File: src/hw/rtl/assert_macros.svh
`ifndef ASSERT_MACROS_SVH
`define ASSERT_MACROS_SVH

// Check that a property holds at every clock edge out of reset.
`define JCA_ASSERT(lbl, clk, rst_n, prop, msg) \
  lbl: assert property (@(posedge clk) disable iff (!rst_n) prop) else $error(msg);

// Check that a condition in one cycle is followed by another in the next.
`define JCA_ASSERT_NEXT(lbl, clk, rst_n, ante, cons, msg) \
  lbl: assert property (@(posedge clk) disable iff (!rst_n) (ante) |=> (cons)) else $error(msg);

`endif

File: src/hw/rtl/jca_pkg.sv
package jca_pkg;

  localparam int MAX_PIXELS_DEF = 4096;
  localparam int VALUE_BITS_DEF = 32;

  localparam int SAMPLE_W   = 32;
  localparam int SUM_W      = 40;
  localparam int SPP_W      = 9;
  localparam int PCNT_W     = 13;
  localparam int PIX_IDX_W  = 12;
  localparam int COLOR_W    = 8;
  localparam int CFG_IDX_W  = 1;
  localparam int CFG_DATA_W = 13;
  localparam int GROUP_MAX  = 256;
  localparam int NORM_SHIFT = 18;
  localparam int T_BITS     = 20;
  localparam int Q_ONE      = 65536;

  localparam logic [CFG_IDX_W-1:0] CFG_SAMPLES_PER_PIXEL = 1'b0;
  localparam logic [CFG_IDX_W-1:0] CFG_PIXEL_COUNT       = 1'b1;

  localparam logic OP_LOAD = 1'b0;
  localparam logic OP_READ = 1'b1;

  localparam int RED_LO   = 98304;
  localparam int RED_HI   = 294912;
  localparam int GREEN_LO = 32768;
  localparam int GREEN_HI = 229376;
  localparam int BLUE_LO  = -32768;
  localparam int BLUE_HI  = 163840;

  localparam logic [COLOR_W-1:0] COLOR_FULL = {COLOR_W{1'b1}};

  typedef enum logic [2:0] {
    ST_IDLE,
    ST_AVG_START,
    ST_AVG_WAIT,
    ST_STORE,
    ST_RD_WAIT,
    ST_NORM_START,
    ST_NORM_WAIT,
    ST_EMIT
  } seq_state_e;

  typedef struct packed {
    logic start;
    logic floor_mode;
  } div_ctrl_t;

  typedef struct packed {
    logic                 valid;
    logic                 white;
    logic [T_BITS-1:0]    t;
    logic [PIX_IDX_W-1:0] index;
  } color_req_t;

endpackage

File: src/hw/rtl/jca_color.sv
module jca_color import jca_pkg::*; (
  input  logic                 clk_i,
  input  logic                 rst_ni,
  input  color_req_t           req_i,
  output logic                 valid_o,
  output logic [COLOR_W-1:0]   red_o,
  output logic [COLOR_W-1:0]   green_o,
  output logic [COLOR_W-1:0]   blue_o,
  output logic [PIX_IDX_W-1:0] pixel_number_o
);

  localparam int CW = T_BITS + 2;

  function automatic logic [COLOR_W-1:0] chan(input logic signed [CW-1:0] t,
                                              input logic signed [CW-1:0] lo_off,
                                              input logic signed [CW-1:0] hi_off);
    logic signed [CW-1:0] lo;
    logic signed [CW-1:0] hi;
    logic signed [CW-1:0] m;
    logic [15:0]          frac;
    logic [23:0]          prod;
    lo   = t - lo_off;
    hi   = hi_off - t;
    m    = (lo < hi) ? lo : hi;
    frac = m[15:0];
    prod = {frac, 8'h00} - {8'h00, frac};
    if (m <= 0) begin
      return '0;
    end else if (m >= CW'(Q_ONE)) begin
      return COLOR_FULL;
    end else begin
      return prod[23:16];
    end
  endfunction

  logic                 valid_q;
  logic signed [CW-1:0] t_x;

  assign t_x = CW'($signed(req_i.t));

  always_ff @(posedge clk_i or negedge rst_ni) begin
    if (!rst_ni) begin
      valid_q <= 1'b0;
    end else begin
      valid_q <= req_i.valid;
    end
  end

  always_ff @(posedge clk_i) begin
    if (req_i.valid) begin
      pixel_number_o <= req_i.index;
      if (req_i.white) begin
        red_o   <= COLOR_FULL;
        green_o <= COLOR_FULL;
        blue_o  <= COLOR_FULL;
      end else begin
        red_o   <= chan(t_x, CW'(RED_LO), CW'(RED_HI));
        green_o <= chan(t_x, CW'(GREEN_LO), CW'(GREEN_HI));
        blue_o  <= chan(t_x, CW'(BLUE_LO), CW'(BLUE_HI));
      end
    end
  end

  assign valid_o = valid_q;

endmodule

File: config.mk
export PLATFORM = sky130hd
export DESIGN_NAME = jca_color
export DESIGN_NICKNAME = d
export VERILOG_FILES = /design/src/hw/rtl/assert_macros.svh /design/src/hw/rtl/jca_pkg.sv /design/src/hw/rtl/jca_color.sv
export SDC_FILE = /design/constraint.sdc
export NUM_CORES = 1
export LEC_CHECK = 0
export ABC_AREA = 1
export BUFFER_PORTS_ARGS = -buffer_cell sky130_fd_sc_hd__buf_2
export CORE_AREA = 10 10 116 160
export CTS_CLUSTER_DIAMETER = 100
export CTS_CLUSTER_SIZE = 16
export DETAILED_ROUTE_END_ITERATION = 10
export DIE_AREA = 0 0 126 170
export GPL_TIMING_DRIVEN = 0
export SYNTH_ARGS = -nofsm -noshare
export SYNTH_HDL_FRONTEND = slang
export SYNTH_SLANG_ARGS = --single-unit
File: constraint.sdc
create_clock -name clk_i -period 0.8 [get_ports clk_i]
set_clock_uncertainty 0.2 [all_clocks]
set_input_delay 0.04 -clock clk_i [delete_from_list [all_inputs] [get_ports clk_i]]
set_output_delay 0.04 -clock clk_i [all_outputs]
set_load 0.01 [all_outputs]
==> impl_metrics.env <==
export IMPL_die_x_um=126
export IMPL_first_global_vias=7639
export IMPL_min_delay_start="req_i[8]"
export IMPL_antenna_cells=0
export IMPL_critPathRequiredTime_ns=0.62
export IMPL_arrival_ns=4.05
export IMPL_ys_seq_elements=37
export IMPL_cp_start_kind="input port"
export IMPL_port_buffers=69
export IMPL_crit_family="simple AND/OR/NAND/NOR gates"
export IMPL_path_clk_slew_ns=0.06
export IMPL_cp_slowest_cell="ha_1"
export IMPL_clock_fmax_mhz=236.5
export IMPL_syn_nets=1172
export IMPL_timing_setup_tns_ns=-88.13
export IMPL_rows=54
export IMPL_grtUsageTotal=0.2195
export IMPL_fin_ws_ns=-3.428
export IMPL_cts_tree="built"
export IMPL_core_area_um2=15540
export IMPL_whs_ns=-0.2726
export IMPL_die_y_um=170
export IMPL_grt_pass1_wl_um=38360
export IMPL_hold_buffers=1
export IMPL_grt_max_degree=38
export IMPL_final_common_cell="nand2_1"
export IMPL_timing_critical_path_depth=32
export IMPL_syn2layout_area_growth_pct=41.40
export IMPL_nNetsFinal=1333
export IMPL_synth_edf_count=36
export IMPL_netlist_area_leader_share=0.2681
export IMPL_finalHoldViolations=18
export IMPL_clockBufferDepth=2
export IMPL_status="complete, but fails checks"
export IMPL_cts_htree_levels=2
export IMPL_design_area_um2=9047
export IMPL_ys_flop_type="edfxtp_1"
export IMPL_ys_top_cells_by_area="nand2_1 (27%), edfxtp_1 (17%), nor2_1 (6.6%), nand3_1 (6.5%), ha_1 (6.5%)"
export IMPL_dr_wl_met3_um=1559
export IMPL_synthCells=1103
export IMPL_drive_above_1_share=0.3842
export IMPL_most_common_layout_cells="nand2_1 (378), nand2_2 (97), inv_1 (88)"
export IMPL_syn_area_um2=6399
export IMPL_io_pins=73
export IMPL_crit_path_end_kind="flip-flop"
export IMPL_min_to="pixel_number_o[8]"
export IMPL_syn_area_per_cell_um2=5.801
export IMPL_drc=0
export IMPL_total_power_mw=17.46
export IMPL_antenna_found_initial=0
export IMPL_fin_crit_ns=4.228
export IMPL_gr_total_overflow=0
export IMPL_first_pass_iters=7
export IMPL_dpl_cell_area_um2=7131
export IMPL_fin_crit_sh=5.285
export IMPL_m1WireLength_um=8767
export IMPL_yosysTopAreaCell="nand2_1"
export IMPL_setup_viol=61
export IMPL_hpwlAfterDp_um=19090
export IMPL_hold_class="input port to flip-flop"
export IMPL_leakage_nw=4.471
export IMPL_detail_route_wl_per_cell_um=16.94
export IMPL_initialDrtViolationCount=469
export IMPL_drv_cap=0
export IMPL_postRouteAntennaNets=0
export IMPL_hold_path_cell_count=1
export IMPL_worstPathBufferInverterCount=5
export IMPL_start_util=0.4118
export IMPL_dp_cells=1368
export IMPL_place_congestion=1.007
export IMPL_seq_area_frac_synth=0.1729
export IMPL_crit_fanout=6
export IMPL_routed_top_layer="met4"
export IMPL_startpoint="req_i[19]"
export IMPL_crit_path_max_incr_delay_ns=0.34
export IMPL_rsz0062_at_grt="yes"
export IMPL_relSlewSlack=0.4200
export IMPL_yosys_warnings=0
export IMPL_route_met2_wl_um=12520
export IMPL_cts_buffers=5
export IMPL_cts_sinks=37
export IMPL_dp_slack_ns=-4.528
export IMPL_slew_violations=0
export IMPL_violations="negative hold slack, negative setup slack"
export IMPL_cts_root_buf="clkbuf_16"
export IMPL_synth_cell_types=49
export IMPL_critPathMostFrequentCell="nand2_1"
export IMPL_die_area_um2=21420
export IMPL_peakVddDrop_mv=1.396
export IMPL_pwr_density_cell_nw_per_um2=1930
export IMPL_vias=7771
export IMPL_path_class="input port to flip-flop"
export IMPL_totalWireLength_um=24750
export IMPL_async_reset_ff_frac=0.02703
export IMPL_instances_no_fill=1461
export IMPL_worst_pin_slew_ns=0.8609
export IMPL_viasPerCell=5.319
[synthesized netlist by cell type, types with 9 or more instances]
cell type and number:
nand2_1 457, nor2_1 112, inv_1 101, nand3_1 83, edfxtp_1 36, ha_1 33
nand2_2 33, a21oi_1 26, o21ai_1 23, inv_2 22, nand4_1 20, o21ai_0 17
nor2_2 15, o21ai_2 15, xor2_1 15, nor3_1 14, buf_6 12, nand3_2 9
[what timing repair did]
item                                    CTS  global route
gates resized for setup                 163            96
endpoints found under the setup margin   97            61
pin swaps                                90            61
buffers inserted                         65            14
cloned                                    5             1
endpoints found under the hold margin    18            18
[state kept, by name, indices dropped and copies added (netlist names)]
register,flops
green_o,8
red_o,8
blue_o,8
valid_o,1
pixel_number_o,12
[worst max path at each step]
stage	slack, ns	endpoint
4_1_cts	-3.40	green_o[4]
3_5_place_dp	-4.53	green_o[0]
2_1_floorplan	-3.21	blue_o[6]
5_1_grt	-3.70	green_o[4]
6_report	-3.43	green_o[4]
3_3_place_gp	-4.49	green_o[4]
[routing by layer]
layer,vias up,global-route usage
met2,314,0.4042
met1,3455,0.2189
met3,125,0.03576
met5,-,0
li1,3877,-
met4,0,0.1553
[cells by family (layout without fill, tap and decap cells)]
logic type / count (synthesis) / after routing / synth area share
AND/OR/NAND/NOR: 768 / 768 / 0.5321
buffers and inverters: 148 / 310 / 0.1029
AO/OA/AOI/OAI: 100 / 100 / 0.1044
flip-flops: 37 / 37 / 0.1729
adder cells (fa/ha/maj): 33 / 33 / 0.06453
XOR/XNOR: 17 / 17 / 0.02327
[per-stage QoR]
| stage | hold WS, ns | util |
|---|---|---|
| after floorplan | -0.4556 | - |
| after global placement | -0.3851 | 0.4589 |
| after detailed placement | -0.3843 | 0.4589 |
| after CTS | -0.2801 | 0.5510 |
| after global routing | -0.2831 | 0.5822 |
| final | -0.2726 | 0.5822 |
[power by group]
| part | switching [mW] | leakage [nW] | internal, mW | total [mW] |
|---|---|---|---|---|
| clock network | 0.754 | 0.0944 | 1.79 | 2.55 |
| registers | 0.0488 | 0.368 | 2.46 | 2.51 |
| logic | 7.72 | 4.01 | 4.68 | 12.4 |
| total | 8.53 | 4.47 | 8.93 | 17.5 |
[cell type report]
class | count | area [µm²]
inverters | 125 | 496.7
well taps | 196 | 245.2
clock inverters | 3 | 68.82
fillers | 1574 | 6492
multi-input cells | 918 | 5635
flip-flops and latches | 37 | 1106
plain buffers | 23 | 235.2
clock buffers | 5 | 125.1
repair buffers | 154 | 1135
(Power assumes the default switching activity.)
