--- config.mk ---
export PLATFORM = sky130hd
export DESIGN_NAME = jca_divider
export DESIGN_NICKNAME = d
export VERILOG_FILES = /design/src/hw/rtl/jca_pkg.sv /design/src/hw/rtl/jca_divider.sv
export VERILOG_INCLUDE_DIRS = /design/src /design/src/hw/rtl
export SDC_FILE = /design/constraint.sdc
export NUM_CORES = 1
export LEC_CHECK = 0
export BUFFER_PORTS_ARGS = -buffer_cell sky130_fd_sc_hd__buf_2
export CAP_MARGIN = 10
export CORE_MARGIN = 2
export CORE_UTILIZATION = 40
export CTS_CLUSTER_SIZE = 28
export DETAILED_ROUTE_END_ITERATION = 6
export GPL_TIMING_DRIVEN = 0
export PLACE_DENSITY_LB_ADDON = 0.1
export SLEW_MARGIN = 20
export SYNTH_ARGS = -nofsm -noshare
export SYNTH_HDL_FRONTEND = slang
export SYNTH_SLANG_ARGS = --single-unit
--- constraint.sdc ---
create_clock -name clk_i -period 4.9 [get_ports clk_i]
set_input_delay 0.49 -clock clk_i [delete_from_list [all_inputs] [get_ports clk_i]]
set_output_delay 0.49 -clock clk_i [all_outputs]
set_load 0.1 [all_outputs]
--- src/hw/rtl/assert_macros.svh ---
`ifndef ASSERT_MACROS_SVH
`define ASSERT_MACROS_SVH

// Check that a property holds at every clock edge out of reset.
`define JCA_ASSERT(lbl, clk, rst_n, prop, msg) \
  lbl: assert property (@(posedge clk) disable iff (!rst_n) prop) else $error(msg);

// Check that a condition in one cycle is followed by another in the next.
`define JCA_ASSERT_NEXT(lbl, clk, rst_n, ante, cons, msg) \
  lbl: assert property (@(posedge clk) disable iff (!rst_n) (ante) |=> (cons)) else $error(msg);

`endif

--- src/hw/rtl/jca_pkg.sv ---
package jca_pkg;

  localparam int MAX_PIXELS_DEF = 4096;
  localparam int VALUE_BITS_DEF = 32;

  localparam int SAMPLE_W   = 32;
  localparam int SUM_W      = 40;
  localparam int SPP_W      = 9;
  localparam int PCNT_W     = 13;
  localparam int PIX_IDX_W  = 12;
  localparam int COLOR_W    = 8;
  localparam int CFG_IDX_W  = 1;
  localparam int CFG_DATA_W = 13;
  localparam int GROUP_MAX  = 256;
  localparam int NORM_SHIFT = 18;
  localparam int T_BITS     = 20;
  localparam int Q_ONE      = 65536;

  localparam logic [CFG_IDX_W-1:0] CFG_SAMPLES_PER_PIXEL = 1'b0;
  localparam logic [CFG_IDX_W-1:0] CFG_PIXEL_COUNT       = 1'b1;

  localparam logic OP_LOAD = 1'b0;
  localparam logic OP_READ = 1'b1;

  localparam int RED_LO   = 98304;
  localparam int RED_HI   = 294912;
  localparam int GREEN_LO = 32768;
  localparam int GREEN_HI = 229376;
  localparam int BLUE_LO  = -32768;
  localparam int BLUE_HI  = 163840;

  localparam logic [COLOR_W-1:0] COLOR_FULL = {COLOR_W{1'b1}};

  typedef enum logic [2:0] {
    ST_IDLE,
    ST_AVG_START,
    ST_AVG_WAIT,
    ST_STORE,
    ST_RD_WAIT,
    ST_NORM_START,
    ST_NORM_WAIT,
    ST_EMIT
  } seq_state_e;

  typedef struct packed {
    logic start;
    logic floor_mode;
  } div_ctrl_t;

  typedef struct packed {
    logic                 valid;
    logic                 white;
    logic [T_BITS-1:0]    t;
    logic [PIX_IDX_W-1:0] index;
  } color_req_t;

endpackage

--- src/hw/rtl/jca_divider.sv ---
`include "assert_macros.svh"

module jca_divider import jca_pkg::*; #(
  parameter int NUM_W = 50,
  parameter int DEN_W = 32
) (
  input  logic                    clk_i,
  input  logic                    rst_ni,
  input  div_ctrl_t               ctrl_i,
  input  logic signed [NUM_W:0]   num_i,
  input  logic        [DEN_W-1:0] den_i,
  output logic                    busy_o,
  output logic                    done_o,
  output logic signed [NUM_W:0]   quot_o
);

  localparam int CNT_W = $clog2(NUM_W + 1);

  logic             busy_q, busy_d;
  logic             done_q, done_d;
  logic [CNT_W-1:0] cnt_q, cnt_d;
  logic             neg_q;
  logic             floor_q;
  logic [DEN_W-1:0] den_q;
  logic [DEN_W-1:0] rem_q;
  logic [NUM_W-1:0] sh_q;

  logic [DEN_W:0]   trial;
  logic [DEN_W:0]   diff;
  logic             ge;
  logic [NUM_W:0]   num_mag;
  logic [NUM_W:0]   q_mag;

  assign trial   = {rem_q, sh_q[NUM_W-1]};
  assign diff    = trial - {1'b0, den_q};
  assign ge      = trial >= {1'b0, den_q};
  assign num_mag = num_i[NUM_W] ? -num_i : num_i;

  always_comb begin
    busy_d = busy_q;
    done_d = 1'b0;
    cnt_d  = cnt_q;
    if (ctrl_i.start) begin
      busy_d = 1'b1;
      cnt_d  = CNT_W'(NUM_W);
    end else if (busy_q) begin
      cnt_d = cnt_q - CNT_W'(1);
      if (cnt_q == CNT_W'(1)) begin
        busy_d = 1'b0;
        done_d = 1'b1;
      end
    end
  end

  always_ff @(posedge clk_i or negedge rst_ni) begin
    if (!rst_ni) begin
      busy_q <= 1'b0;
      done_q <= 1'b0;
      cnt_q  <= '0;
    end else begin
      busy_q <= busy_d;
      done_q <= done_d;
      cnt_q  <= cnt_d;
    end
  end

  always_ff @(posedge clk_i) begin
    if (ctrl_i.start) begin
      neg_q   <= num_i[NUM_W];
      floor_q <= ctrl_i.floor_mode;
      den_q   <= den_i;
      rem_q   <= '0;
      sh_q    <= num_mag[NUM_W-1:0];
    end else if (busy_q) begin
      rem_q <= ge ? diff[DEN_W-1:0] : trial[DEN_W-1:0];
      sh_q  <= {sh_q[NUM_W-2:0], ge};
    end
  end

  always_comb begin
    q_mag = (NUM_W + 1)'(sh_q);
    if (!neg_q) begin
      quot_o = q_mag;
    end else if (floor_q && (rem_q != '0)) begin
      quot_o = ~q_mag;
    end else begin
      quot_o = -q_mag;
    end
  end

  assign busy_o = busy_q;
  assign done_o = done_q;

  `JCA_ASSERT(a_done_ends_busy, clk_i, rst_ni, done_q |-> !busy_q && $past(busy_q), "done without a finished run")
  `JCA_ASSERT(a_no_start_busy, clk_i, rst_ni, ctrl_i.start |-> !busy_q, "start while a division runs")
  `JCA_ASSERT_NEXT(a_start_runs, clk_i, rst_ni, ctrl_i.start, busy_q && !done_q, "start did not begin a run")

endmodule

==> impl_metrics.ini, run 1 <==
[finish]
regArea_um2 = 3360
drive_gt1_share_pct = 17.3
fillers = 2165
multiInputGateArea_um2 = 5010
syn_to_final_growth_pct = 19.2
fin_nets = 1253
n_antenna_cell = 0

[global_route]
globalRouteMet3Util_pct = 3.85
grt_antenna_before_repair = 0
grt_pass1_vias = 7499
met1_usage_pct = 32.0
grt_pass1_wl_mm = 40.7
globalRoute.busiestLayer = met2
gr-usage-met2_pct = 33.7
grt.overflow.total = 0
gr-usage-all-layers_pct = 22.0
grt_max_degree = 39

[power]
leakage_nw = 4.32
internal_power_mw = 3.09
peakVddDrop_v = 0.000272
p_sw_mw = 2.78
sw_frac_of_total_pct = 47.3
comb_power_share_pct = 51.4
p_clk_share_pct = 21.5
power_frac_seq_pct = 27.1
p_per_area_nw_per_um2 = 562

[floorplan]
die_w_um = 152
start_util_pct = 40.5
fp.dieArea_um2 = 23100
core_area_um2 = 21600
row_count = 54
ios = 140
die_h_um = 152

[placement]
pre_cts_slack_ns = 0.237
hpwl_mm = 18.7
port_buffers = 139
gp_congestion = 0.864

[clock_tree]
ctsHtreeMaxLevel = 4
clk_pin_slew_worst_paths_ns = 0.06
cts_sinks = 124
clk_latency_ns = 0.42
cts_tree = built
cts_buffer_depth = 2
cts_made_buffers = 17
root_buffer = clkbuf_16

[worst_hold_path]
hold_class = in -> reg
hold_path_depth = 1

[worst_setup_path]
worst_ep_required_time_ns = 4.41
start_kind = flip-flop
end_kind = primary output
path_cells = or4_4, or4_4, or3_4, or4_4, or2_4, or3_4, o41ai_1, xnor2_1, buf_4
criticalPathCategory = reg -> out
crit_fanout = 6
crit_top_cell = or4_4
critPathMaxStageDelay_ns = 0.59
cp_data_arrival_time_ns = 4.22
rr_worst_depth = 12
critical_path.slowest_cell = or4_4

[yosys]
yosys_register_bits = 124
avgSynthCellArea_um2 = 9.03
synth_area_um2 = 8750
synthTopCellsByArea = edfxtp_1, dfxtp_1, xnor2_1
ys.flop_type = edfxtp_1
ys_seq_area_share_pct = 38.4
ys_warn_count = 0
syn_inst = 969
synth.net_count = 1093
synth_edf_count = 84
yosys.area.top_type_share_pct = 28.8
async_reset_ff_share_pct = 6.45
yosysUniqueCellTypes = 60
yosysTopAreaCell = edfxtp_1
yosysMostFrequentCell = nor2_1
synth_commonest_cells = nor2_1, a21oi_1, edfxtp_1

[drt]
drt-initial-drc-count = 531
via_count = 7752
route.detailed.drc = 0
ant_nets = 0
routed_wl_mm = 25.2
vias_per_cell = 5.45
avgRoutedWirePerCell_um = 17.7
dr.pass1.iters = 6

[status]
status = finished clean

[timing]
drv_slew = 0
fmax_ghz = 0.212
min_period_ns = 4.71
finalWorstSetupSlack_ns = 0.189
hold_viol = 0
setup_viol = 0
rsz0062_at_grt = false
fin_skew_ns = 0.00703
tns_ns = 0
fin_crit_sh_pct = 96.1
maxSlewHeadroom_pct = 38.0
hold_ws_ns = 0.236
tightest_slew_ns = 0.922

[flow_run]
cap_violations = 0
power groups by stage:
stage / registers (mW) / logic, mW / clock network [mW]
5_1_grt: 1.63 / 3.28 / 1.32
6_report: 1.59 / 3.01 / 1.26
3_3_place_gp: 1.61 / 3.00 / 0
4_1_cts: 1.59 / 3.01 / 1.28
2_1_floorplan: 1.52 / 2.43 / 0
3_5_place_dp: 1.61 / 2.99 / 0
worst paths after layout:
path	startpoint	to	slack, ns
worst min-delay path	den_i[11]	den_q[11]	0.24
worst min register to register	cnt_q[5]	cnt_q[5]	0.52
worst max-delay path	sh_q[23]	quot_o[48]	0.19
min in group asynchronous	rst_ni	cnt_q[3]	0.44
max in group asynchronous	rst_ni	cnt_q[4]	4.29
worst max register to register	rem_q[13]	rem_q[20]	0.73
cell families (layout without fill, tap and decap cells):
family / after synthesis / count (layout) / share of synthesized area (%)
fa+ha+maj: 37 / 37 / 5.38
buf+inv: 99 / 272 / 4.40
compound gates: 265 / 265 / 19.2
xor+xnor: 126 / 126 / 12.6
mux: 33 / 33 / 3.79
flops: 124 / 124 / 38.4
simple gates: 285 / 285 / 16.2
registers in the layout, summed over array words and instances, names as in the netlist:
register,cells
floor_q,1
den_q,32
neg_q,1
done_o,1
rem_q,32
cnt_q,6
sh_q,50
busy_o,1
timing repair:
item,4_1_cts,5_1_grt
resized for setup,8,1
hold buffers,1,0
cloned,0,0
buffers inserted,0,0
endpoints found under the setup margin,8,9
hold endpoints to repair,8,0
stage by stage:
stage	util, %	cell area (um^2)	cells	total power, mW
6_report	48.3	10400	1422	5.87
5_1_grt	48.3	10400	1422	6.22
4_1_cts	48.2	10400	1422	5.88
3_5_place_dp	45.4	9820	1389	4.60
3_3_place_gp	45.3	9800	1388	4.60
2_1_floorplan	-	8750	969	3.94
critical path: cells and delay by family (launching register included):
family	cells	cell delay, ns
simple gates	6	2.52
xor+xnor	1	0.16
compound gates	1	0.33
flops	1	0.46
buf+inv	1	0.31
routing by layer:
layer | part of all wire (%) | wire length, um | vias up
li1 | - | - | 3858
met1 | 50 | 12500 | 3667
met2 | 44 | 11100 | 206
met3 | 4.9 | 1220 | 21
met4 | 1.4 | 355 | 0
met5 | 0 | 0 | -
cell usage in the layout, fill, tap and decap left out, types with 4 or more instances in the layout:
cell	instances
dfrtp_1	8
mux2i_1	32
nand4_1	17
a31oi_1	5
edfxtp_1	84
nand2_1	53
a21o_1	7
or3_1	13
ha_1	36
clkbuf_16	17
nand2b_1	17
nor4_1	17
o21ai_0	61
inv_1	46
clkbuf_1	45
or4_1	12
buf_4	7
clkinvlp_4	5
a211oi_1	31
nor3_1	6
o31ai_1	29
o41ai_1	15
nor2_1	109
o21a_1	4
or2_2	4
xnor2_1	67
a21oi_1	86
dfxtp_1	32
xor2_1	59
nand3_1	12
o211ai_1	6
buf_2	136
nor2b_1	5
layout make-up:
cell class	instances	share of cell area, %
multi-input cells	746	48.1
flip-flops and latches	124	32.2
repair buffers	141	7.12
clock buffers	19	4.34
well taps	280	3.36
plain buffers	52	2.00
inverters	47	1.69
clock inverters	13	1.19
No activity file was read; power rests on OpenSTA's default activity.
==> run 2, diff against run 1 <==
CORE_MARGIN = 1   (was 2)
==> impl_metrics.ini, run 2 (synthesis gave the netlist of run 1 again) <==
[placement]
gp_congestion = 0.881
port_buffers = 139
hpwl_mm = 18.5

[status]
status = finished clean

[global_route]
gr-usage-all-layers_pct = 22.8
grt_pass1_wl_mm = 39.3
grt_antenna_before_repair = 0
grt_max_degree = 39
globalRoute.busiestLayer = met1
grt.overflow.total = 0
gr-usage-met2_pct = 33.5
met1_usage_pct = 33.8
grt_pass1_vias = 7291
globalRouteMet3Util_pct = 3.87

[finish]
fillers = 2111
drive_gt1_share_pct = 17.3
layout_commonest_cell = buf_2
multiInputGateArea_um2 = 5020
fin_nets = 1253
regArea_um2 = 3360
reg_top3 = sh_q (50), den_q (32), rem_q (32)
n_antenna_cell = 0
largest_reg_flops = 50
regMostFlops = sh_q
syn_to_final_growth_pct = 19.2
final_cell_mix = buf_2, nor2_1, a21oi_1

[power]
sw_frac_of_total_pct = 47.1
p_per_area_nw_per_um2 = 560
internal_power_mw = 3.09
comb_power_share_pct = 51.4
power_frac_seq_pct = 27.3
peakVddDrop_v = 0.000273
p_sw_mw = 2.75
p_clk_share_pct = 21.4
leakage_nw = 4.31
total_power_mw = 5.85

[timing]
tns_ns = 0
hold_ws_ns = 0.241
drv_slew = 0
min_period_ns = 4.76
maxSlewHeadroom_pct = 38.6
fin_skew_ns = 0.00922
setup_viol = 0
rsz0062_at_grt = false
fmax_ghz = 0.210
hold_viol = 0
fin_crit_sh_pct = 97.2
tightest_slew_ns = 0.921

[worst_setup_path]
start_kind = flip-flop
worstSetupStartpoint = sh_q[21]
worstReg2RegStart = den_q[4]
timing.rr.end = rem_q[4]
worst_ep_required_time_ns = 4.41
criticalPathCategory = reg -> out
end_kind = primary output
reg2reg_slack_ns = 0.83
rr_worst_depth = 12
cp_data_arrival_time_ns = 4.27
crit_fanout = 6
endpoint = quot_o[48]

[floorplan]
die_h_um = 150
start_util_pct = 41.2
row_count = 53
fp.dieArea_um2 = 22500
ios = 140
die_w_um = 150
core_area_um2 = 21200

[drt]
drt-initial-drc-count = 478
avgRoutedWirePerCell_um = 17.4
routed_wl_mm = 24.7
route.detailed.drc = 0
dr.pass1.iters = 5
via_count = 7838
vias_per_cell = 5.53
ant_nets = 0

[clock_tree]
root_buffer = clkbuf_16
post_cts_buffers = 0
cts_made_buffers = 17
clk_pin_slew_worst_paths_ns = 0.06
ctsHtreeMaxLevel = 4
cts_sinks = 124
clk_latency_ns = 0.42
cts_buffer_depth = 2
cts_tree = built

[flow_run]
cap_violations = 0

[worst_hold_path]
hold_class = in -> reg
[run 2: changes by cell type in the layout (fill, tap and decap cells not counted), sizes merged]
cell,delta
clkinv,-1
clkbuf,+8
buf,-7
[run 2: layout make-up]
cell class	count	area share, %
flip-flops and latches	124	32.2
well taps	275	3.30
inverters	47	1.69
clock inverters	12	1.15
multi-input cells	746	48.1
repair buffers	141	7.12
clock buffers	20	4.39
plain buffers	52	2.00
[run 2: timing repair]
| item | 4_1_cts | 5_1_grt |
|---|---|---|
| endpoints found under the setup margin | 4 | 11 |
| endpoints found under the hold margin | 8 | 0 |
| hold buffers | 1 | 0 |
| pin swaps | 0 | 0 |
| gates resized for setup | 1 | 8 |
[run 2: routing by layer]
metal	vias up	wire length, um
met5	-	0
met3	29	1200
met1	3719	12400
met2	209	10700
li1	3881	-
met4	0	386
[run 2: critical path: stages (launching register included)]
cell,delay [ns]
edfxtp_1,0.50
or4_4,0.54
or4_4,0.44
or3_4,0.35
or4_4,0.49
or2_4,0.29
or3_4,0.38
o41ai_1,0.34
xnor2_1,0.17
clkbuf_4,0.35
[run 2: worst min-delay path by stage]
stage          startpoint        end  cells past startpoint
5_1_grt         den_i[20]  den_q[20]                      1
3_3_place_gp       rst_ni     done_o                      1
4_1_cts         den_i[30]  den_q[30]                      1
6_report        den_i[30]  den_q[30]                      1
3_5_place_dp       rst_ni     done_o                      1
2_1_floorplan      rst_ni     busy_o                      0
[run 2: through the flow]
step / cells / cell area [um^2] / setup WS (ns) / util, %
2_1_floorplan: 969 / 8750 / 0.354 / -
3_3_place_gp: 1383 / 9790 / 0.391 / 46.1
3_5_place_dp: 1384 / 9810 / 0.424 / 46.2
4_1_cts: 1417 / 10400 / 0.0200 / 49.0
5_1_grt: 1417 / 10400 / 0.0191 / 49.2
6_report: 1417 / 10400 / 0.137 / 49.2
[run 2: power groups by stage]
stage	Sequential (mW)	Clock, mW	Combinational (mW)
6_report	1.59	1.25	3.00
5_1_grt	1.63	1.31	3.26
4_1_cts	1.59	1.27	3.00
3_5_place_dp	1.61	0	2.99
3_3_place_gp	1.61	0	2.98
2_1_floorplan	1.52	0	2.43
==> run 3, diff against run 2 <==
GPL_TIMING_DRIVEN = not set   (was 0)
==> impl_metrics.ini, run 3 (synthesis gave the netlist of run 1 again) <==
[worst_setup_path]
crit_fanout = 6
start_kind = flip-flop
reg2reg_slack_ns = 1.10
worst_ep_required_time_ns = 4.41
criticalPathCategory = reg -> out
cp_data_arrival_time_ns = 4.27
end_kind = primary output

[timing]
finalWorstSetupSlack_ns = 0.140
tightest_slew_ns = 0.887
min_period_ns = 4.76
fin_crit_sh_pct = 97.1
maxSlewHeadroom_pct = 40.9
fmax_ghz = 0.210
fin_skew_ns = 0.00980
drv_slew = 0
tns_ns = 0
hold_viol = 0
setup_viol = 0

[power]
p_per_area_nw_per_um2 = 568
peakVddDrop_v = 0.000243
leakage_nw = 4.28

[global_route]
grt_pass1_vias = 6948
grt_antenna_before_repair = 1
grt_pass1_wl_mm = 35.9
grt_max_degree = 95
grt.overflow.total = 0
gr-usage-all-layers_pct = 20.5

[drt]
drt-initial-drc-count = 478
route.detailed.drc = 0
avgRoutedWirePerCell_um = 16.0
dr.pass1.iters = 6
routed_wl_mm = 22.0
vias_per_cell = 5.40
ant_nets = 0
via_count = 7414

[placement]
pre_cts_slack_ns = 0.498
dp_cells = 1340
gp_congestion = 0.803
hpwl_mm = 15.8
port_buffers = 139

[finish]
fillers = 2045
reg_top3 = sh_q (50), den_q (32), rem_q (32)
largest_reg_flops = 50
syn_to_final_growth_pct = 17.6
drive_gt1_share_pct = 17.9
multiInputGateArea_um2 = 5020
fin_nets = 1209
regArea_um2 = 3360
fin_cells = 1374
regMostFlops = sh_q
layout_commonest_cell = buf_2
final_cell_mix = buf_2, nor2_1, a21oi_1

[floorplan]
ios = 140
die_w_um = 150
core_area_um2 = 21200
start_util_pct = 41.2
fp.dieArea_um2 = 22500
die_h_um = 150
row_count = 53

[clock_tree]
post_cts_buffers = 0
clk_pin_slew_worst_paths_ns = 0.06
ctsHtreeMaxLevel = 4
cts_made_buffers = 17
cts_buffer_depth = 2
clk_latency_ns = 0.43
cts_tree = built
cts_sinks = 124
root_buffer = clkbuf_16

[worst_hold_path]
hold_class = in -> reg

[status]
status = finished clean

[flow_run]
cap_violations = 0
-- run 3: cell count changes in the layout (fill, tap and decap cells not counted), moves of 2 or more --
cell | before | now
clkbuf_1 | 47 | 1
buf_4 | 0 | 10
buf_2 | 136 | 131
clkinv_1 | 2 | 5
clkinv_2 | 3 | 1
nor4_1 | 16 | 18
nor4_2 | 2 | 0
-- run 3: stage by stage --
| stage | utilization, % | total power [mW] | instance area (um^2) | hold WS, ns |
|---|---|---|---|---|
| finish | 48.5 | 5.84 | 10300 | 0.234 |
| floorplan | - | 3.94 | 8750 | 0.194 |
| CTS | 48.3 | 5.87 | 10300 | 0.218 |
| global route | 48.5 | 6.21 | 10300 | 0.208 |
| global placement | 45.5 | 4.57 | 9670 | 0.352 |
| detailed placement | 45.6 | 4.57 | 9670 | 0.355 |
-- run 3: worst paths after layout --
path / start / end / depth (start not counted)
max: sh_q[21] / quot_o[47] / 9
min: den_i[1] / den_q[1] / 1
max reg2reg: den_q[4] / rem_q[1] / 12
min reg2reg: rem_q[25] / rem_q[25] / 2
max in group asynchronous: rst_ni / busy_o / 2
min in group asynchronous: rst_ni / cnt_q[4] / 2
-- run 3: worst max-delay path, stage by stage, from the launching register on --
cell      delay [ns]
edfxtp_1        0.48
or4_4           0.54
or4_4           0.44
or3_4           0.35
or4_4           0.49
or2_4           0.27
or3_1           0.50
o31ai_4         0.29
xnor2_1         0.14
clkbuf_4        0.35
-- run 3: area by class of cell --
type / instances / area share [%]
multi-input cells: 746 / 48.8
flip-flops and latches: 124 / 32.7
repair buffers: 149 / 7.74
clock buffers: 18 / 4.17
well taps: 275 / 3.34
inverters: 47 / 1.74
clock inverters: 14 / 1.48
diodes: 1 / 0.0243
-- run 3: timing repair --
action | 4_1_cts | 5_1_grt
endpoints found under the setup margin | 0 | 7
gates resized for setup | 0 | 10
hold endpoints to repair | 8 | 0
hold buffers | 1 | 0
-- run 3: routing by layer --
layer	wire length, um	track usage [%]	vias up	share of wire (%)
met1	11200	30.0	3467	51
met4	255	5.00	0	1.2
met5	0	0	-	0
met2	9520	30.0	157	43
met3	980	4.82	19	4.5
li1	-	-	3771	-
-- run 3: power by group --
part           leakage (nW)  switching [mW]  internal, mW
logic                  2.82            2.00         0.996
registers              1.19           0.235          1.34
clock network         0.270           0.478         0.789
